$ cat src/rtl/core/plpc_pkg.sv
// Shared constants, codes and controller/datapath link types for the line pointer checker.
package plpc_pkg;

	localparam int MAX_SPANS = 512;
	localparam int IDX_W     = $clog2(MAX_SPANS);
	localparam int SCNT_W    = $clog2(MAX_SPANS + 1);

	localparam int POS_W   = 15;
	localparam int END_W   = 16;
	localparam int CNT_W   = 10;
	localparam int TOTAL_W = 16;
	localparam int SPAN_W  = POS_W + END_W;

	localparam logic [CNT_W-1:0]   CNT_MAX   = '1;
	localparam logic [TOTAL_W-1:0] TOTAL_MAX = '1;

	localparam logic [1:0] FLAG_UNUSED   = 2'd0;
	localparam logic [1:0] FLAG_NORMAL   = 2'd1;
	localparam logic [1:0] FLAG_REDIRECT = 2'd2;
	localparam logic [1:0] FLAG_DEAD     = 2'd3;

	localparam logic [1:0] REG_UPPER   = 2'd0;
	localparam logic [1:0] REG_SPECIAL = 2'd1;

	localparam logic [POS_W-1:0] UPPER_RST   = 15'd0;
	localparam logic [POS_W-1:0] SPECIAL_RST = 15'd32767;

	typedef struct packed {
		logic load;
		logic rd;
		logic fin;
	} plpc_cmd_t;

	typedef struct packed {
		logic scan_done;
		logic out_free;
	} plpc_sts_t;

endpackage

$ cat src/rtl/core/plpc_ctrl.sv
// Controller state machine: accept, scan the span table, finish the request.
module plpc_ctrl (
	input  logic                clk,
	input  logic                arst_n,
	input  logic                in_valid,
	output logic                in_ready,
	input  plpc_pkg::plpc_sts_t sts,
	output plpc_pkg::plpc_cmd_t cmd
);

	localparam logic [1:0] ST_IDLE = 2'd0;
	localparam logic [1:0] ST_SCAN = 2'd1;
	localparam logic [1:0] ST_FIN  = 2'd2;

	logic [1:0] state_q;
	logic [1:0] state_nxt;

	always_comb begin
		state_nxt = state_q;
		cmd       = '0;
		in_ready  = 1'b0;
		unique case (state_q)
			ST_IDLE: begin
				in_ready = 1'b1;
				if (in_valid) begin
					cmd.load  = 1'b1;
					state_nxt = ST_SCAN;
				end
			end
			ST_SCAN: begin
				if (sts.scan_done) begin
					state_nxt = ST_FIN;
				end else begin
					cmd.rd = 1'b1;
				end
			end
			ST_FIN: begin
				if (sts.out_free) begin
					cmd.fin   = 1'b1;
					state_nxt = ST_IDLE;
				end
			end
			default: state_nxt = ST_IDLE;
		endcase
	end

	always_ff @(posedge clk or negedge arst_n) begin
		if (!arst_n) begin
			state_q <= ST_IDLE;
		end else begin
			state_q <= state_nxt;
		end
	end

endmodule

$ cat config.mk
export PLATFORM = sky130hd
export DESIGN_NAME = plpc_ctrl
export DESIGN_NICKNAME = d
export VERILOG_FILES = /design/src/rtl/core/plpc_pkg.sv /design/src/rtl/core/plpc_ctrl.sv
export SDC_FILE = /design/constraint.sdc
export NUM_CORES = 1
export LEC_CHECK = 0
export ABC_AREA = 1
export ABC_CLOCK_PERIOD_IN_PS = 1500
export BUFFER_PORTS_ARGS = -buffer_cell sky130_fd_sc_hd__buf_2
export CORE_AREA = 10 10 47 49
export DETAILED_ROUTE_END_ITERATION = 6
export DIE_AREA = 0 0 57 59
export GPL_TIMING_DRIVEN = 1
export SKIP_LAST_GASP = 1
export SLEW_MARGIN = 20
export SYNTH_ARGS = -nofsm -noshare
export SYNTH_HDL_FRONTEND = slang
export SYNTH_SLANG_ARGS = --single-unit
$ cat constraint.sdc
create_clock -name clk -period 1.5 [get_ports clk]
set_input_delay 0 -clock clk [delete_from_list [all_inputs] [get_ports clk]]
set_output_delay 0 -clock clk [all_outputs]
set_load 0.02 [all_outputs]
==> run metrics <==
initial antenna violation count 0; arrival time worst endpoint 1.03 ns; max_cap viols 0; H-Tree Depth 1; Final Hold Fails 0; WL per Instance 8.11 µm; Clk pwr share 0.291; gr ovfl total 0; period utilization 0.689; worst skew pair latency 0.22 ns; Core Footprint 0.00140 mm²; Rel. slew slack 0.905; XOR/XNOR Fraction of Synth Area 0; vias per cell approximately 3.0; pins over their slew limit 0; Initial Util 0.0804; Rows 14; synthesized area 113 µm²; f_max 0.967 GHz; maximum clock path buffer count 2; Syn. warnings 0; DRC 0; largest net degree at the start of global routing 5; VDD IR-drop max between 0.0002 and 0.00025 V; fin util 0.154; commonest non-fill, non-tap cell in the layout buf_2; post-synthesis sequential area ratio 0.444; CP required 1.50 ns; P per Cell Area 1860 mW/mm²; Setup violations, final 0; IO buf count 8; total CTS buffers 3; final WL roughly 370 µm; slowest stage delay, CP 0.40 ns; Die Area 0.00336 mm²; #FFs+latches synth 2; final std cells w/o fill 46; clk root buf clkbuf_4; Final TNS setup 0 ns; min Tclk post-route approximately 1.0 ns; post-route cell area 215 µm²; combinational fraction of design power 0.442; Synth Area in Adders 0; placed cell count 41; crit-path max FO 4; Cell Area, Placed 173 µm²; Yosys cell types 6; Chip Height 59 µm; Mapped Nets 22; RSZ-0062 raised after global routing false; Crit-path slowest cell dfrtp_1; Mapped Avg Cell Area 6.62 µm²; io pins 9; sequential power share 0.267; vias in the first global route 147; TritonCTS clock tree yes; largest family of logic cells by synthesized area simple AND/OR/NAND/NOR gates; Reg with most FFs state_q; Syn-to-layout area delta 91.1%; Gate Count Post-Synth 17; post-synthesis simple-gate area fraction 0.356; die width 57 µm; clk slew on worst S/H paths 0.03 ns; Psw 170 µW; GRT Util Overall 0.0268; Int Pwr between 200 and 250 µW; top flop regs state_q (2); kind of critical path reg2out; nets@finish 37; post-route ant nets 0; DR vias ~140; # fillers around 170; dpl hpwl between 200 and 300 µm; Largest register FFs 2; mux contribution to synthesized area 0; DRT iter0 DRCs 4; clock skew just over 0.004 ns; crit end category output pin; WP buf/inv 2; Clock Sink Count 2; complex-gate fraction of the synthesized area 0; delay-heaviest family, CP flip-flops; global-route wire length before repair 600 µm; share of cells above drive strength 1 0.400; sw frac 0.425; type of origin of the critical path flip-flop; leading cell types in the layout, fill and taps excluded buf_2, inv_1, nand2_1, nand3_1, clkbuf_4; 1st-pass router iterations 2; worst-margin pin slew 0.142 ns; static leakage 0.138 nW; crit path cell chain nor2_2 > nand2_1 > inv_1 > buf_2; status finished clean; GP Congestion roughly 0.6; Hold Path Class in2reg; # diodes 0
==> power groups by stage <==
| stage | Combinational (mW) | Sequential, mW | Clock [mW] |
|---|---|---|---|
| 6_report | 0.177 | 0.107 | 0.117 |
| 3_5_place_dp | 0.176 | 0.108 | 0 |
| 5_1_grt | 0.199 | 0.113 | 0.123 |
| 3_3_place_gp | 0.175 | 0.106 | 0 |
| 4_1_cts | 0.181 | 0.107 | 0.123 |
| 2_1_floorplan | 0.120 | 0.103 | 0 |
==> path summary, 6_finish.rpt <==
kind | start | end | slack (ns) | cells past startpoint
worst max-delay path | state_q[0]$_DFFE_PN0P_ | cmd[2] | 0.47 | 4
worst min-delay path | sts[1] | state_q[1]$_DFFE_PN0P_ | 0.04 | 3
worst max register to register | state_q[0]$_DFFE_PN0P_ | state_q[0]$_DFFE_PN0P_ | 0.77 | 3
worst min register to register | state_q[1]$_DFFE_PN0P_ | state_q[1]$_DFFE_PN0P_ | 0.56 | 2
max in group asynchronous | arst_n | state_q[1]$_DFFE_PN0P_ | 1.29 | 2
min in group asynchronous | arst_n | state_q[0]$_DFFE_PN0P_ | 0.11 | 2
==> metrics by stage <==
stage | power, mW | hold WS (ns) | setup WS, ns
floorplan | 0.223 | -0.296 | 0.607
global placement | 0.282 | -0.215 | 0.712
detailed placement | 0.284 | -0.214 | 0.699
CTS | 0.412 | 0.0444 | 0.450
global route | 0.434 | 0.0836 | 0.370
finish | 0.401 | 0.0444 | 0.466
==> kinds of logic (layout without fill, tap and decap cells) <==
kind of cell / after synthesis / count (layout)
and+or+nand+nor: 9 / 9
buffers and inverters: 6 / 19
DFF: 2 / 2
==> final cells by class <==
class	count	area, µm²	share of cell area
repair buffers	10	60.1	0.279
flip-flops and latches	2	50.0	0.233
multi-input cells	9	40.0	0.186
clock buffers	3	22.5	0.105
inverters	6	22.5	0.105
well taps	16	20.0	0.0930
==> cell usage after synthesis <==
library cell | number | area (µm²)
dfrtp_1 | 2 | 50.1
inv_1 | 6 | 22.5
nand2_1 | 4 | 15.0
nand3_1 | 3 | 15.0
nor2_1 | 1 | 3.75
nor2_2 | 1 | 6.26
==> tightest hold or removal path, cell delays in order <==
cell     delay (ns)
buf_2          0.09
nand3_1        0.07
nand2_1        0.07
==> routing by layer <==
layer,part of all wire,GRT usage
met3,0.11,0.0343
met1,0.34,0.0190
met2,0.55,0.0372
met4,0,0.0201
met5,0,0
==> what timing repair did <==
item,CTS,global route
endpoints found under the hold margin,3,0
hold buffers,2,0
gates resized for setup,0,0
setup buffers,0,0
Note: power is estimated with default switching activity, not from simulation.
